### src/rtl/lpo_pkg.sv
// Package with shared types and widths for the log position mapper.
package lpo_pkg;

	localparam int POS_W  = 63;
	localparam int SIZE_W = 41;
	localparam int CNT_W  = 7;
	localparam int TOT_W  = 48;
	localparam int IDX_W  = 2;

	localparam logic [IDX_W-1:0] REG_FILE_SIZE  = 2'd0;
	localparam logic [IDX_W-1:0] REG_FILE_COUNT = 2'd1;

	typedef struct packed {
		logic [TOT_W-1:0] r;
		logic [POS_W-1:0] d;
		logic             neg;
	} mod_t;

	typedef struct packed {
		logic [TOT_W-1:0] rem;
		logic [CNT_W-1:0] q;
	} div_t;

endpackage

### src/rtl/lpo_mod_stage.sv
// One restoring step of the distance modulo the ring size.
module lpo_mod_stage (
	input  logic                      clk,
	input  logic                      arst_n,
	input  logic                      en,
	input  logic                      v_i,
	input  lpo_pkg::mod_t             x_i,
	input  logic [lpo_pkg::TOT_W-1:0] total,
	output logic                      v_o,
	output lpo_pkg::mod_t             x_o
);
	logic [lpo_pkg::TOT_W:0] t;
	lpo_pkg::mod_t           nx;

	always_comb begin
		t = {x_i.r, x_i.d[lpo_pkg::POS_W-1]};
		if (t >= {1'b0, total}) begin
			t = t - {1'b0, total};
		end
		nx.r   = t[lpo_pkg::TOT_W-1:0];
		nx.d   = {x_i.d[lpo_pkg::POS_W-2:0], 1'b0};
		nx.neg = x_i.neg;
	end

	always_ff @(posedge clk or negedge arst_n) begin
		if (!arst_n) begin
			v_o <= 1'b0;
		end else if (en) begin
			v_o <= v_i;
		end
	end

	always_ff @(posedge clk) begin
		if (en) begin
			x_o <= nx;
		end
	end
endmodule

### config.mk
export PLATFORM = sky130hd
export DESIGN_NAME = lpo_mod_stage
export DESIGN_NICKNAME = d
export VERILOG_FILES = /design/src/rtl/lpo_pkg.sv /design/src/rtl/lpo_mod_stage.sv
export SDC_FILE = /design/constraint.sdc
export NUM_CORES = 1
export LEC_CHECK = 0
export BUFFER_PORTS_ARGS = -buffer_cell sky130_fd_sc_hd__buf_2
export CORE_MARGIN = 3
export CORE_UTILIZATION = 44
export CTS_CLUSTER_DIAMETER = 200
export DETAILED_ROUTE_END_ITERATION = 10
export MAX_ROUTING_LAYER = met4
export PLACE_DENSITY = 0.83
export SLEW_MARGIN = 20
export SYNTH_ARGS = -nofsm -noshare
export SYNTH_HDL_FRONTEND = slang
export SYNTH_SLANG_ARGS = --single-unit
### constraint.sdc
create_clock -name clk -period 0.8 [get_ports clk]
set_input_delay 0.12 -clock clk [delete_from_list [all_inputs] [get_ports clk]]
set_output_delay 0.12 -clock clk [all_outputs]
set_load 0.01 [all_outputs]
==> metrics.md <==
| Metric | Value |
|---|---|
| Share of flip-flops with an asynchronous set or reset | `0.8929%` |
| Die area | `16970 um^2` |
| Critical path type | `in2reg` |
| Net Sw Power | `0.007181 W` |
| Seq/Total Area, Yosys | `49.41%` |
| Yosys warns | `0` |
| Failing checks | `negative setup slack` |
| Drt pass-1 iters | `7` |
| Pwr dens | `1666 nW/um^2` |
| Clock tree sinks | `112` |
| Global-route wire length before repair | `43.10 mm` |
| Worst Setup End Kind | `flip-flop` |
| Final Cell Area | `12520 um^2` |
| Peak Freq | `382.7 MHz` |
| Critical Path AT | `2.74 ns` |
| Clock root cell | `clkbuf_16` |
| CP max stage delay | `0.33 ns` |
| Worst EP required | `0.92 ns` |
| HP Class | `in2reg` |
| Syn nets | `879` |
| Fillers | `672` |
| # setup viols final | `161` |
| Area growth syn-to-layout | `84.17%` |
| Ys flop type | `edfxtp_1` |
| Via count | `8193` |
| Fin. max-slew vios | `0` |
| DRC | `0` |
| Vias in the first global route | `7855` |
| CP bufs+invs | `3` |
| Routed vias/inst | `5.819` |
| Io pins | `277` |
| Initial drt markers | `1012` |
| Initial antenna violation count | `8` |
| Fin. Hold Viols | `0` |
| Post-layout minimum cycle time | `2.613 ns` |
| Clock Latency Late Sink | `0.38 ns` |
| Combinational share of power | `40.1%` |
| Total CTS buffers | `9` |
| Max VDD drop | `1136 uV` |
| Register cell area after layout | `3358 um^2` |
| Most frequent CP cell | `a21o_1` |
| Worst Slack Setup Final | `-1.813 ns` |
| Post-synthesis register bit count | `112` |
| Area of the multi-input gates | `4129 um^2` |
| Antenna viol nets, final | `0` |
| Chip Width | `130.3 um` |
| Synth Cell Area | `6797 um^2` |
| Gr ovfl total | `0` |
| H-tree depth | `3` |
| Clock Skew | `0 ns` |
| Nets | `1421` |
| Deepest clock path buffer count | `2` |
| Largest net degree at the start of global routing | `42` |
| Crit path max fanout | `3` |
| Core area | `14810 um^2` |
| Mapped Avg Cell Area | `10.20 um^2` |
| Tot GR Track Use | `34.51%` |
| Slowest CP cell | `fa_2` |
| DP Area | `9706 um^2` |
| Sw frac | `34.43%` |
| Status | `complete, but fails checks` |
| Die Span Y | `130.3 um` |
| Post-synthesis instance total | `666` |
| CP delay by family, top | `compound AO/OA/AOI/OAI gates` |
| Startpoint type of the worst setup path | `input port` |
| Clock share of power | `23.4%` |
| Internal | `0.01368 W` |
| IO Port Bufs | `275` |
| Util after Layout | `84.52%` |
| Routed length per instance | `24.29 um` |
| Starting density of the core | `45.89%` |
| Clock-pin slew on the worst setup and hold paths | `0.09 ns` |
| Routability cong. | `0.9010` |
| CTS tree | `yes` |
| RSZ-0062 raised after global routing | `yes` |
| Max_cap viols | `0` |
| Crit-path cells | `buf_8, inv_4, ha_4, inv_2, fa_2, a21o_1, a41oi_2, a21o_1, a21o_1, a21oi_2, o211ai_2, a21bo_1, a31oi_4, xor2_1, mux2_4` |
| Leak | `5.758 nW` |
| EDFF count, synth | `111` |
| Row cnt | `44` |
| Cell variety after synth | `58` |
| Final Hold Slack | `0.03325 ns` |
| Reg power frac | `36.4%` |
| DRT Wirelength | `34.20 mm` |
| Crit share post-route | `326.6%` |
| Detail Placement HPWL | `17.37 mm` |
| Layout cells sized above 1 | `56.80%` |
-- timing repair --
item                                   in CTS  in global routing
setup buffers                              28                 20
endpoints found under the hold margin      65                  0
pin swaps                                  77                 40
gates resized for setup                   217                105
hold buffers                               65                  0
setup endpoints to repair                 160                161
gates cloned                                7                  2
-- cells in the mapped netlist, drive strengths merged, types with 4 or more instances --
cell type	n	area (um^2)
o21a	4	30.03
and3	7	43.79
nor2	23	86.33
a21oi	54	277.8
nand3	12	60.06
nand2	83	314.1
o21ai	62	310.3
edfxtp	111	3333
buf	13	73.82
ha	48	600.6
a21boi	4	30.03
mux2	5	56.30
inv	59	221.5
nand4	18	118.9
xnor2	22	192.7
o21bai	5	37.54
nor3	10	50.05
nand2b	5	31.28
a21o	28	210.2
xor2	18	157.7
a31oi	8	56.30
o31ai	7	52.55
clkbuf	17	63.81
-- sequential cells by signal (all words and copies together), names as in the netlist --
register and cells:
v_o 1, x_o 111
-- final timing paths --
kind	startpoint	endpoint	slack, ns	depth (start not counted)
max reg2reg	v_o$_DFFE_PN0P_	v_o$_DFFE_PN0P_	-0.11	2
max in group asynchronous	arst_n	v_o$_DFFE_PN0P_	0.67	2
min reg2reg	v_o$_DFFE_PN0P_	v_o$_DFFE_PN0P_	0.67	2
min in group asynchronous	arst_n	v_o$_DFFE_PN0P_	0.04	2
max	x_i[63]	x_o[108]$_DFFE_PP_	-1.81	15
min	x_i[83]	x_o[84]$_DFFE_PP_	0.03	3
-- power by group through the flow --
| stage | clock [W] | sequential (W) | combinational [W] |
|---|---|---|---|
| 2_1_floorplan | 0 | 0.00796 | 0.00245 |
| 3_3_place_gp | 0 | 0.00758 | 0.00552 |
| 3_5_place_dp | 0 | 0.00760 | 0.00564 |
| 4_1_cts | 0.00467 | 0.00748 | 0.00723 |
| 5_1_grt | 0.00508 | 0.00763 | 0.00877 |
| 6_report | 0.00489 | 0.00759 | 0.00837 |
-- logic make-up after synthesis --
family	Yosys count	share of synthesized area (%)
xor gates and xnor gates	40	5.155
and+or+nand+nor	175	12.06
DFF	112	49.41
buffers and inverters	89	5.283
AOI/OAI and AO/OA	193	17.78
adders and majority gates	49	9.131
muxes	7	1.123
other	1	0.05518
-- placed cells by master (no fill, tap or decap), types with 6 or more instances in the layout --
| master | Yosys | final |
|---|---|---|
| buf_4 | 1 | 187 |
| clkbuf_16 | 0 | 11 |
| nor3_1 | 10 | 6 |
| o21ai_1 | 2 | 17 |
| xnor2_1 | 22 | 20 |
| nand4_1 | 17 | 17 |
| buf_12 | 0 | 12 |
| buf_2 | 11 | 249 |
| buf_16 | 0 | 6 |
| edfxtp_1 | 111 | 111 |
| nand2_2 | 1 | 22 |
| ha_4 | 0 | 28 |
| dlygate4sd3_1 | 0 | 65 |
| nand2_4 | 0 | 18 |
| nand3_1 | 12 | 9 |
| xor2_1 | 18 | 18 |
| nor2_1 | 23 | 20 |
| nand2_1 | 82 | 43 |
| o21ai_0 | 60 | 14 |
| a21o_1 | 28 | 27 |
| buf_6 | 1 | 35 |
| a21oi_2 | 2 | 13 |
| diode_2 | 0 | 11 |
| ha_1 | 48 | 18 |
| inv_2 | 0 | 7 |
| a21oi_1 | 52 | 38 |
| o21ai_2 | 0 | 29 |
| and3_1 | 7 | 6 |
| inv_1 | 59 | 46 |
-- cell type report --
cell class                      count  share of cell area (%)
Tap cell                          184                   1.839
Multi-Input combinational cell    465                   32.99
Clock buffer                        9                   1.799
Inverter                           59                   1.969
Sequential cell                   112                   26.83
Clock inverter                      7                  0.5998
Timing Repair Buffer              561                   33.76
Antenna cell                       11                  0.2199
-- worst reg2reg max path, stage by stage, from the launching register on --
cell,delay [ns]
dfrtp_1,0.42
buf_6,0.13
mux2_4,0.26
-- per-layer routing --
layer	vias to the layer above	part of all wire (%)	global-route usage, %
met4	0	6.7	16.87
met3	193	11	7.122
li1	3525	-	-
met2	606	49	60.05
met5	-	0	-
met1	3869	34	37.42
-- per-stage QoR --
stage                     setup WS (ns)  TNS (ns)  cells  total power, W
after global routing             -1.859   -104.70   1408         0.02148
after CTS                        -1.615    -92.74   1378         0.01938
final                            -1.813    -99.67   1408         0.02086
after detailed placement         -2.088   -100.67   1263         0.01324
after global placement           -2.000    -98.19   1263         0.01310
after floorplan                  -1.744    -77.46    666         0.01041
(Power assumes the default switching activity.)
