File: config.mk
export PLATFORM = sky130hd
export DESIGN_NAME = lpo_div_stage
export DESIGN_NICKNAME = d
export VERILOG_FILES = /design/src/rtl/lpo_pkg.sv /design/src/rtl/lpo_div_stage.sv
export SDC_FILE = /design/constraint.sdc
export NUM_CORES = 1
export LEC_CHECK = 0
export BUFFER_PORTS_ARGS = -buffer_cell sky130_fd_sc_hd__buf_4
export CELL_PAD_IN_SITES_DETAIL_PLACEMENT = 1
export CELL_PAD_IN_SITES_GLOBAL_PLACEMENT = 2
export CORE_ASPECT_RATIO = 1.75
export CORE_UTILIZATION = 32
export DETAILED_ROUTE_END_ITERATION = 12
export PLACE_DENSITY = 0.95
export SETUP_SLACK_MARGIN = 0.1
export SLEW_MARGIN = 20
export SYNTH_ARGS = -nofsm -noshare
export SYNTH_HDL_FRONTEND = slang
export SYNTH_SLANG_ARGS = --single-unit
File: constraint.sdc
create_clock -name clk -period 1.45 [get_ports clk]
set_clock_uncertainty 0.15 [all_clocks]
set_input_delay 0.0725 -clock clk [delete_from_list [all_inputs] [get_ports clk]]
set_output_delay 0.0725 -clock clk [all_outputs]
set_load 0.05 [all_outputs]
File: src/rtl/lpo_pkg.sv
// Package with shared types and widths for the log position mapper.
package lpo_pkg;

	localparam int POS_W  = 63;
	localparam int SIZE_W = 41;
	localparam int CNT_W  = 7;
	localparam int TOT_W  = 48;
	localparam int IDX_W  = 2;

	localparam logic [IDX_W-1:0] REG_FILE_SIZE  = 2'd0;
	localparam logic [IDX_W-1:0] REG_FILE_COUNT = 2'd1;

	typedef struct packed {
		logic [TOT_W-1:0] r;
		logic [POS_W-1:0] d;
		logic             neg;
	} mod_t;

	typedef struct packed {
		logic [TOT_W-1:0] rem;
		logic [CNT_W-1:0] q;
	} div_t;

endpackage

File: src/rtl/lpo_div_stage.sv
// One quotient bit of the ring distance divided by the file capacity.
module lpo_div_stage #(
	parameter int SHIFT = 0
) (
	input  logic                       clk,
	input  logic                       arst_n,
	input  logic                       en,
	input  logic                       v_i,
	input  lpo_pkg::div_t              x_i,
	input  logic [lpo_pkg::SIZE_W-1:0] cap,
	output logic                       v_o,
	output lpo_pkg::div_t              x_o
);
	logic [lpo_pkg::TOT_W-1:0] capk;
	lpo_pkg::div_t             nx;

	always_comb begin
		capk = {{(lpo_pkg::TOT_W-lpo_pkg::SIZE_W){1'b0}}, cap} << SHIFT;
		nx   = x_i;
		if (x_i.rem >= capk) begin
			nx.rem      = x_i.rem - capk;
			nx.q[SHIFT] = 1'b1;
		end
	end

	always_ff @(posedge clk or negedge arst_n) begin
		if (!arst_n) begin
			v_o <= 1'b0;
		end else if (en) begin
			v_o <= v_i;
		end
	end

	always_ff @(posedge clk) begin
		if (en) begin
			x_o <= nx;
		end
	end
endmodule

==> impl_metrics.yaml, run 1 <==
run_status:
  status: "complete, but fails checks"
  failed_checks: "setup timing"
setup_path:
  r2r_setup_slack_ns: 0.55
  slowest_stage: "or4_4"
  max_stage_delay_ns: 0.59
  rr_endpoint: "v_o"
  worstPathCellList: "buf_4 > inv_1 > ha_4 > buf_4 > nand4_1 > or4_4 > a31oi_4 > o31ai_4 > buf_4 > or4_4 > a21oi_2 > xor2_1"
  start_kind: "primary input"
  endpoint: "x_o[52]"
  cp_max_fo: 4
  cp-end-kind: "flip-flop"
  rr_startpoint: "v_o"
  worstSetupPathType: "primary input to flip-flop"
  path_common_cell: "buf_4"
  crit_start: "cap[3]"
  path_depth: 12
  arrival_ns: 2.79
  critical-path-top-delay-family: "simple AND/OR/NAND/NOR gates"
  cp.buffers_inverters: 4
  reg2reg_depth: 1
  worstPathRequired_ns: 1.45
placement:
  placed_area_um2: 7431
  dp_hpwl_um: 15480
  io_buffers: 155
  gp_congestion: 0.9793
grt:
  grt_overflow: 0
  grt_pass1_wl_um: 39520
  grt_pass1_vias: 7041
  track_usage_pct: 34.23
  grt_start_max_net_pins: 22
  antenna_found_initial: 0
sta:
  finalCritPeriodShare_pct: 192.4
  setup_tns_ns: -55.61
  post-route-min-period_ns: 2.790
  slew_headroom_pct: 53.99
  finalHoldViolCount: 0
  holdWs_ns: 0.03655
  worst_slew_pin_slew_ns: 0.6838
  slew_violations: 0
  setup_violations: 49
  setup_ws_ns: -1.340
  rsz0062_at_grt: "true"
  max_freq_mhz: 358.5
flow_run:
  drv_cap: 0
finish:
  fin_util_pct: 64.71
  fin_nets: 1077
  n_antenna_cell: 0
  drive_gt1_share_pct: 55.13
  area_delta_synth_final_pct: 98.55
  post-route-cell-area_um2: 9602
power_and_ir_drop:
  ir_drop_mv: 0.5503
  fin_total_pwr_mw: 8.146
  p_per_area_nw_per_um2: 848.3
  p_leak_nw: 4.205
yosys:
  async_flop_share_pct: 1.786
  synth.top_cells.by_area: "edfxtp_1 (34%), ha_1 (11%), nand2_1 (6.1%)"
  ys_seq_elements: 56
  syn_nets: 702
  synth_commonest_cells: "nand2_1 (78), edfxtp_1 (55), inv_1 (50)"
  synth_cell_types: 57
  synth_top_area_cell: "edfxtp_1"
  syn_area_per_cell_um2: 8.636
  yosysMostFrequentCell: "nand2_1"
  synth_area_um2: 4836
  ys.flop_type: "edfxtp_1"
  synth_seq_area_share_pct: 34.67
  postSynthCellCount: 560
  netlist.area_leader.share_pct: 34.15
  synth.yosys.warnings: 0
  synth_edf_count: 55
worst_hold_path:
  hold_path.class: "primary input to flip-flop"
  hold_path_depth: 3
routing:
  drt-vias-per-instance: 5.871
  ant_nets: 0
  vias: 6570
  drt_iter0_drc: 449
  wl_um: 31090
  drtPass1Iterations: 4
  drc: 0
  post_drt_wl_per_cell_um: 27.78
clock_network:
  cts_buffers: 5
  htree_levels: 2
  cts-root-buf: "clkbuf_16"
  clkSinkCount: 56
  cts_tree: "done"
  path_clk_slew_ns: 0.08
  insertion_delay_ns: 0.31
  clock_path_buffers: 2
die:
  die_h_um: 164.6
  num_rows: 59
  die_x_um: 94.93
  fp.dieArea_um2: 15630
  num_io_pins: 156
  initial_utilization_pct: 32.59
  core_area_um2: 14840
==> final cells by class <==
class	count	area, um^2
inverter	50	232.7
clock buffer	5	125.1
fill	1600	5236
multi-input combinational	432	3934
clock inverter	3	21.27
tap	183	229.0
timing repair buffer	390	3383
sequential	56	1677
==> worst min path at each step <==
| stage | start | to |
|---|---|---|
| floorplan | arst_n | v_o |
| global placement | arst_n | v_o |
| detailed placement | arst_n | v_o |
| CTS | x_i[28] | x_o[28] |
| global route | x_i[29] | x_o[29] |
| finish | cap[0] | x_o[7] |
==> power breakdown <==
group	switching [mW]	internal [mW]
logic	2.67	1.93
registers	0.0955	2.10
clock network	0.709	0.650
==> cells in the final DEF, fill, tap and decap left out, drive strengths merged, types with 3 or more instances in the layout <==
cell type,count
buf,338
nand2,78
o21ai,64
edfxtp,55
inv,51
dlygate4sd3,49
a21oi,49
ha,41
nor2,32
xnor2,27
xor2,18
a21o,14
o21bai,11
nand4,10
nand3,9
a31oi,7
clkbuf,6
nand2b,6
a211oi,5
o21a,4
a31o,4
o31ai,4
nor3,4
or4,3
o211ai,3
and2,3
nor4,3
nor2b,3
and3,3
a21boi,3
==> per-stage QoR <==
stage	std cells	setup WS (ns)
global route	1119	-1.361
CTS	1097	-1.035
floorplan	560	-1.143
global placement	1018	-1.433
finish	1119	-1.340
detailed placement	1018	-1.540
==> cell families (layout without fill, tap and decap cells) <==
| logic type | after synthesis | after routing | synth area share, % |
|---|---|---|---|
| AO/OA/AOI/OAI | 179 | 179 | 23.34 |
| XOR/XNOR | 45 | 45 | 8.150 |
| adder cells (fa/ha/maj) | 42 | 42 | 11.02 |
| buffers and inverters | 72 | 448 | 6.779 |
| flip-flops | 56 | 56 | 34.67 |
| multiplexers | 2 | 2 | 0.4398 |
| AND/OR/NAND/NOR | 164 | 164 | 15.60 |
==> flip-flops by register name, summed over array words and instances (netlist names) <==
name and cells:
v_o 1, x_o 55
==> per-layer routing <==
layer  part of all wire [%]  global-route usage, %  up-vias
met5                      0                      0        -
met2                     52                  62.85      423
met3                    5.5                  5.847      187
met1                     33                  33.14     3210
met4                    9.0                  25.83        0
li1                       -                      -     2750
==> repair_timing <==
action	4_1_cts	5_1_grt
setup buffers	15	21
hold buffers	49	0
pin swaps	46	43
endpoints found under the setup margin	49	49
hold endpoints to repair	56	0
cloned	7	1
resized for setup	117	103
Power figures use the tool's default switching activity.
==> run 2: changes to the inputs <==
Settings changed: TNS_END_PERCENT set to 50.
==> impl_metrics.yaml, run 2 (synthesized netlist as in run 1, its figures left out) <==
run_status:
  status: "complete, but fails checks"
  failed_checks: "setup timing"
setup_path:
  rr_startpoint: "v_o"
  start_kind: "primary input"
  cp_max_fo: 3
  cp.buffers_inverters: 4
  worstPathRequired_ns: 1.35
  slowest_stage: "fa_2"
  crit_start: "cap[1]"
  worstSetupPathType: "primary input to flip-flop"
  max_stage_delay_ns: 0.40
  cp-end-kind: "flip-flop"
  path_common_cell: "buf_4"
  worstPathCellList: "buf_4 > buf_4 > fa_2 > nor2b_2 > o21ai_2 > o21ai_2 > a21oi_2 > buf_4 > buf_6 > a21oi_4 > a21oi_2 > o21bai_1 > xnor2_1 > o21ai_1"
  arrival_ns: 2.70
  critical-path-top-delay-family: "compound AO/OA/AOI/OAI gates"
power_and_ir_drop:
  swShare_pct: 42.41
  p_per_area_nw_per_um2: 876.1
  ir_drop_mv: 0.5214
  p_leak_nw: 4.010
  comb_power_share_pct: 56.2
  p_switching_mw: 3.440
  p_clk_share_pct: 16.8
  p_int_mw: 4.671
  pwr-share-seq_pct: 27.0
die:
  num_io_pins: 156
  num_rows: 59
  die_x_um: 94.93
  die_h_um: 164.6
  initial_utilization_pct: 32.59
  core_area_um2: 14840
  fp.dieArea_um2: 15630
grt:
  grt_overflow: 0
  grt_pass1_vias: 6684
  antenna_found_initial: 1
  track_usage_pct: 31.49
  grt_start_max_net_pins: 49
  grt_pass1_wl_um: 37050
clock_network:
  cts_buffers: 5
  clock_path_buffers: 2
  insertion_delay_ns: 0.30
  clkSinkCount: 56
  cts-root-buf: "clkbuf_16"
  cts_tree: "done"
  htree_levels: 2
  path_clk_slew_ns: 0.09
finish:
  largest_reg_flops: 55
  reg.largest.list: "x_o (55), v_o (1)"
  final_common_cell: "buf_4"
  fin_nets: 1080
  area_delta_synth_final_pct: 91.44
  fin_util_pct: 62.39
  final_cells: 1122
  final_cell_mix: "buf_4 (311), nand2_1 (69), edfxtp_1 (55), dlygate4sd3_1 (48), inv_1 (35)"
  n_antenna_cell: 0
  num-fill-cells: 1656
  regMostFlops: "x_o"
  drive_gt1_share_pct: 51.65
  post-route-cell-area_um2: 9258
sta:
  setup_ws_ns: -1.353
  rsz0062_at_grt: "true"
  post-route-min-period_ns: 2.803
  slew_headroom_pct: 51.46
  finalHoldViolCount: 0
  slew_violations: 0
  finalCritPeriodShare_pct: 193.3
  setup_violations: 49
  max_freq_mhz: 356.8
  worst_slew_pin_slew_ns: 0.7205
routing:
  drt-vias-per-instance: 5.871
  drt_iter0_drc: 418
  drtPass1Iterations: 5
  ant_nets: 0
  wl_um: 30560
  vias: 6587
  drc: 0
  post_drt_wl_per_cell_um: 27.24
worst_hold_path:
  hp-start: "en"
  hold_path.class: "primary input to flip-flop"
flow_run:
  drv_cap: 0
placement:
  placed_area_um2: 7418
  io_buffers: 155
  dp_hpwl_um: 15440
  post-place-cells: 1023
  gp_congestion: 0.9706
==> run 2: cell types whose count changed in the layout (fill, tap and decap cells not counted), sizes merged <==
cell,delta
clkinvlp,-1
clkbuf,+3
buf,+4
bufbuf,-2
dlygate4sd3,-1
==> run 2: path summary, 6_finish.rpt <==
path	end	slack, ns	depth (start not counted)
setup / recovery	x_o[31]	-1.35	14
hold reg to reg	v_o	0.41	1
setup reg to reg	v_o	0.52	1
max in group asynchronous	v_o	0.56	3
hold / removal	x_o[28]	0.01	1
min in group asynchronous	v_o	0.48	3
==> run 2: layout make-up <==
class	count	area, um^2	share of cell area, %
multi-input cells	432	3657	39.51
clock inverters	2	13.76	0.1487
well taps	183	229.0	2.473
repair buffers	393	3307	35.72
flip-flops and latches	56	1677	18.11
clock buffers	6	138.9	1.500
inverters	50	235.2	2.541
==> run 2: through the flow <==
stage          setup WS, ns  TNS [ns]  power, mW  hold slack (ns)
2_1_floorplan        -1.143    -47.71      4.207          -0.3731
3_3_place_gp         -1.508    -65.52      5.567          -0.3017
3_5_place_dp         -1.628    -72.05      5.710          -0.3016
4_1_cts              -1.009    -45.36      7.396          0.01416
5_1_grt              -1.339    -60.29      8.282          0.01749
6_report             -1.353    -58.61      8.110          0.01484
==> run 2: timing repair <==
item | in CTS | in global routing
cloned | 0 | 4
pin swaps | 47 | 36
setup endpoints to repair | 49 | 49
hold buffers | 48 | 0
hold endpoints to repair | 47 | 0
gates resized for setup | 97 | 80
buffers inserted | 17 | 23
==> run 2: metal layers <==
metal,GRT usage (%),part of all wire (%)
met1,32.28,33
met3,4.052,5.9
met4,18.60,10
met2,59.16,51
met5,0,0
==> run 2: power by group through the flow <==
stage	clock, mW	sequential [mW]	combinational, mW
5_1_grt	1.40	2.20	4.67
3_5_place_dp	0	2.21	3.50
6_report	1.36	2.19	4.56
4_1_cts	1.34	2.18	3.88
2_1_floorplan	0	3.03	1.17
3_3_place_gp	0	2.20	3.37
==> run 3: changes to the inputs <==
Settings changed: CELL_PAD_IN_SITES_DETAIL_PLACEMENT 1 to not set, CELL_PAD_IN_SITES_GLOBAL_PLACEMENT 2 to not set, CORE_UTILIZATION 32 to 50, PLACE_DENSITY 0.95 to 0.89.
==> impl_metrics.yaml, run 3 <==
yosys:
  postSynthCellCount: 560
  async_flop_share_pct: 1.786
  syn_nets: 702
  synth_cell_types: 57
  synth_edf_count: 55
  syn_area_per_cell_um2: 8.636
  synth_area_um2: 4836
  synth_commonest_cells: "nand2_1 (78), edfxtp_1 (55), inv_1 (50)"
  synth_top_area_cell: "edfxtp_1"
  synth.top_cells.by_area: "edfxtp_1 (34%), ha_1 (11%), nand2_1 (6.1%)"
  synth_seq_area_share_pct: 34.67
  yosysMostFrequentCell: "nand2_1"
  synth.yosys.warnings: 0
  ys.flop_type: "edfxtp_1"
  ys_seq_elements: 56
  netlist.area_leader.share_pct: 34.15
clock_network:
  cts_buffers: 5
  clkSinkCount: 56
  htree_levels: 2
  clock_path_buffers: 2
  cts-root-buf: "clkbuf_16"
die:
  die_h_um: 132.1
  num_io_pins: 156
  num_rows: 47
  die_x_um: 76.34
  initial_utilization_pct: 51.40
placement:
  dp_hpwl_um: 13540
  io_buffers: 155
  post-place-cells: 965
  gp_congestion: 1.002
grt:
  grt_overflow: 135
  grt_pass1_wl_um: 55750
  grt_pass1_vias: 9013
  track_usage_pct: 72.82
  grt_start_max_net_pins: 25
run_status:
  stop_error: "[ERROR GRT-0116] Global routing finished with congestion. Check the congestion regions in the DRC Viewer."
  status: "stopped before the end"
  failed_stage: "global routing"
==> run 3: cell counts after synthesis <==
No cell type changed its count.
==> run 3: cell families after synthesis <==
kind of cell,Yosys count,share of synthesized area [%]
AO/OA/AOI/OAI,179,23.34
XOR/XNOR,45,8.150
adder cells (fa/ha/maj),42,11.02
buffers and inverters,72,6.779
flip-flops,56,34.67
multiplexers,2,0.4398
AND/OR/NAND/NOR,164,15.60
==> run 3: per-stage QoR <==
| step | util [%] | cell area, um^2 | worst slack, ns | TNS, ns |
|---|---|---|---|---|
| CTS | 97.25 | 9150 | -0.9456 | -41.86 |
| detailed placement | 78.67 | 7402 | -1.557 | -62.54 |
| global placement | 78.67 | 7402 | -1.325 | -57.16 |
| floorplan | - | 5072 | -1.143 | -47.71 |
==> run 3: what timing repair did <==
| item | in CTS |
|---|---|
| hold buffers | 46 |
| gates cloned | 4 |
| setup buffers | 35 |
| pin swaps | 67 |
| gates resized for setup | 153 |
| endpoints found under the setup margin | 49 |
| endpoints found under the hold margin | 45 |
==> run 3: layer usage <==
layer  GRT overflow  GRT usage (%)
met5              0          2.500
met4             68          88.78
met3              0          42.49
met2             67          97.80
met1              0          69.74
==> run 4: changes to the inputs <==
Settings changed: CORE_ASPECT_RATIO 1.75 to not set, CORE_UTILIZATION 50 to 35, PLACE_DENSITY 0.89 to not set, PLACE_DENSITY_LB_ADDON set to 0.15, SETUP_SLACK_MARGIN 0.1 to not set.
==> impl_metrics.yaml, run 4 (synthesized netlist as in run 1, its figures left out) <==
finish:
  final_cell_mix: "buf_4 (318), nand2_1 (63), edfxtp_1 (55), dlygate4sd3_1 (52), inv_1 (37)"
  area_delta_synth_final_pct: 96.79
  final_common_cell: "buf_4"
  largest_reg_flops: 55
  fin_nets: 1091
  drive_gt1_share_pct: 53.58
  fin_util_pct: 71.30
  n_antenna_cell: 0
  reg.largest.list: "x_o (55), v_o (1)"
  num-fill-cells: 987
  regMostFlops: "x_o"
power_and_ir_drop:
  comb_power_share_pct: 54.2
  p_clk_share_pct: 17.3
  p_leak_nw: 4.150
  fin_total_pwr_mw: 7.622
  pwr-share-seq_pct: 28.4
  p_int_mw: 4.642
  ir_drop_mv: 0.4460
  swShare_pct: 39.10
  p_per_area_nw_per_um2: 800.9
  p_switching_mw: 2.981
sta:
  slew_violations: 0
  post-route-min-period_ns: 2.436
  setup_violations: 49
  slew_headroom_pct: 70.06
  finalCritPeriodShare_pct: 168.0
  max_freq_mhz: 410.6
  rsz0062_at_grt: "true"
  setup_ws_ns: -0.9857
  finalHoldViolCount: 0
  worst_slew_pin_slew_ns: 0.4461
setup_path:
  arrival_ns: 2.35
  worstSetupPathType: "primary input to flip-flop"
  cp_max_fo: 7
  reg2reg_depth: 1
  worstPathRequired_ns: 1.36
  start_kind: "primary input"
  cp-end-kind: "flip-flop"
  r2r_setup_slack_ns: 0.53
  endpoint: "x_o[33]"
  rr_endpoint: "v_o"
  rr_startpoint: "v_o"
  crit_start: "cap[19]"
grt:
  antenna_found_initial: 0
  grt_pass1_wl_um: 27870
  grt_start_max_net_pins: 25
  grt_overflow: 0
  track_usage_pct: 24.24
  grt_pass1_vias: 5807
die:
  core_area_um2: 13350
  num_io_pins: 156
  initial_utilization_pct: 36.23
  die_h_um: 119.5
  num_rows: 42
  die_x_um: 119.5
  fp.dieArea_um2: 14290
placement:
  io_buffers: 155
  dp_hpwl_um: 12110
  gp_congestion: 0.9073
clock_network:
  htree_levels: 2
  clock_path_buffers: 2
  cts_buffers: 5
  insertion_delay_ns: 0.30
  cts-root-buf: "clkbuf_16"
  clkSinkCount: 56
  path_clk_slew_ns: 0.08
  cts_tree: "done"
run_status:
  status: "complete, but fails checks"
  failed_checks: "setup timing"
worst_hold_path:
  hold_path.class: "primary input to flip-flop"
routing:
  vias: 5667
  wl_um: 17780
  drtPass1Iterations: 5
  drt_iter0_drc: 247
  ant_nets: 0
  drt-vias-per-instance: 5.033
  post_drt_wl_per_cell_um: 15.79
  drc: 0
flow_run:
  drv_cap: 0
-- run 4: metrics by stage --
stage	std cells	instance area (um^2)	setup slack (ns)	TNS, ns	hold WS [ns]
global placement	1031	7547	-1.448	-62.96	-0.3024
detailed placement	1031	7547	-1.460	-64.38	-0.3020
CTS	1112	9120	-0.9494	-41.54	0.001113
global route	1126	9517	-1.036	-47.81	0.02598
floorplan	560	5072	-1.143	-47.71	-0.3731
finish	1126	9517	-0.9857	-44.30	0.01306
-- run 4: final cells by class --
cell class                 instances  area [um^2]  share of cell area, %
timing repair buffer             404         3437                  36.12
tap                              176        220.2                  2.314
clock buffer                       5        125.1                  1.315
inverter                          50        227.7                  2.393
sequential                        56         1677                  17.62
clock inverter                     3        26.28                 0.2761
multi-input combinational        432         3804                  39.97
-- run 4: worst min path at each step --
stage / start / end / depth (start not counted)
after floorplan: arst_n / v_o / 0
after global placement: arst_n / v_o / 1
after detailed placement: arst_n / v_o / 1
after CTS: x_i[8] / x_o[8] / 4
after global routing: x_i[23] / x_o[23] / 4
final: x_i[23] / x_o[23] / 4
-- run 4: critical path, stage by stage --
cell and delay [ns]:
buf_12 0.09, inv_12 0.03, ha_4 0.26, a21oi_4 0.16
o21ai_2 0.10, a211o_1 0.35, a31o_4 0.23, a21o_1 0.18
o31ai_4 0.33, buf_6 0.20, buf_12 0.13, clkbuf_16 0.14
o21ai_1 0.07
-- run 4: layer usage --
metal / routed length, um / GRT usage, % / up-vias
li1: - / - / 2790
met1: 7704 / 30.88 / 2700
met2: 8988 / 43.97 / 155
met3: 834 / 2.852 / 22
met4: 257 / 4.609 / 0
met5: 0 / 0 / -
-- run 4: power groups by stage --
stage               clock [mW]  combinational (mW)  sequential (mW)
floorplan                    0                1.17             3.03
global placement             0                3.42             2.20
detailed placement           0                3.44             2.20
CTS                       1.34                3.90             2.17
global route              1.37                4.39             2.19
finish                    1.32                4.13             2.17
-- run 4: timing repair --
| item | in CTS | in global routing |
|---|---|---|
| endpoints found under the setup margin | 49 | 49 |
| endpoints found under the hold margin | 57 | 0 |
| buffers inserted | 16 | 14 |
| hold buffers | 52 | 0 |
| pin swaps | 64 | 33 |
| gates resized for setup | 128 | 63 |
| cloned | 6 | 4 |
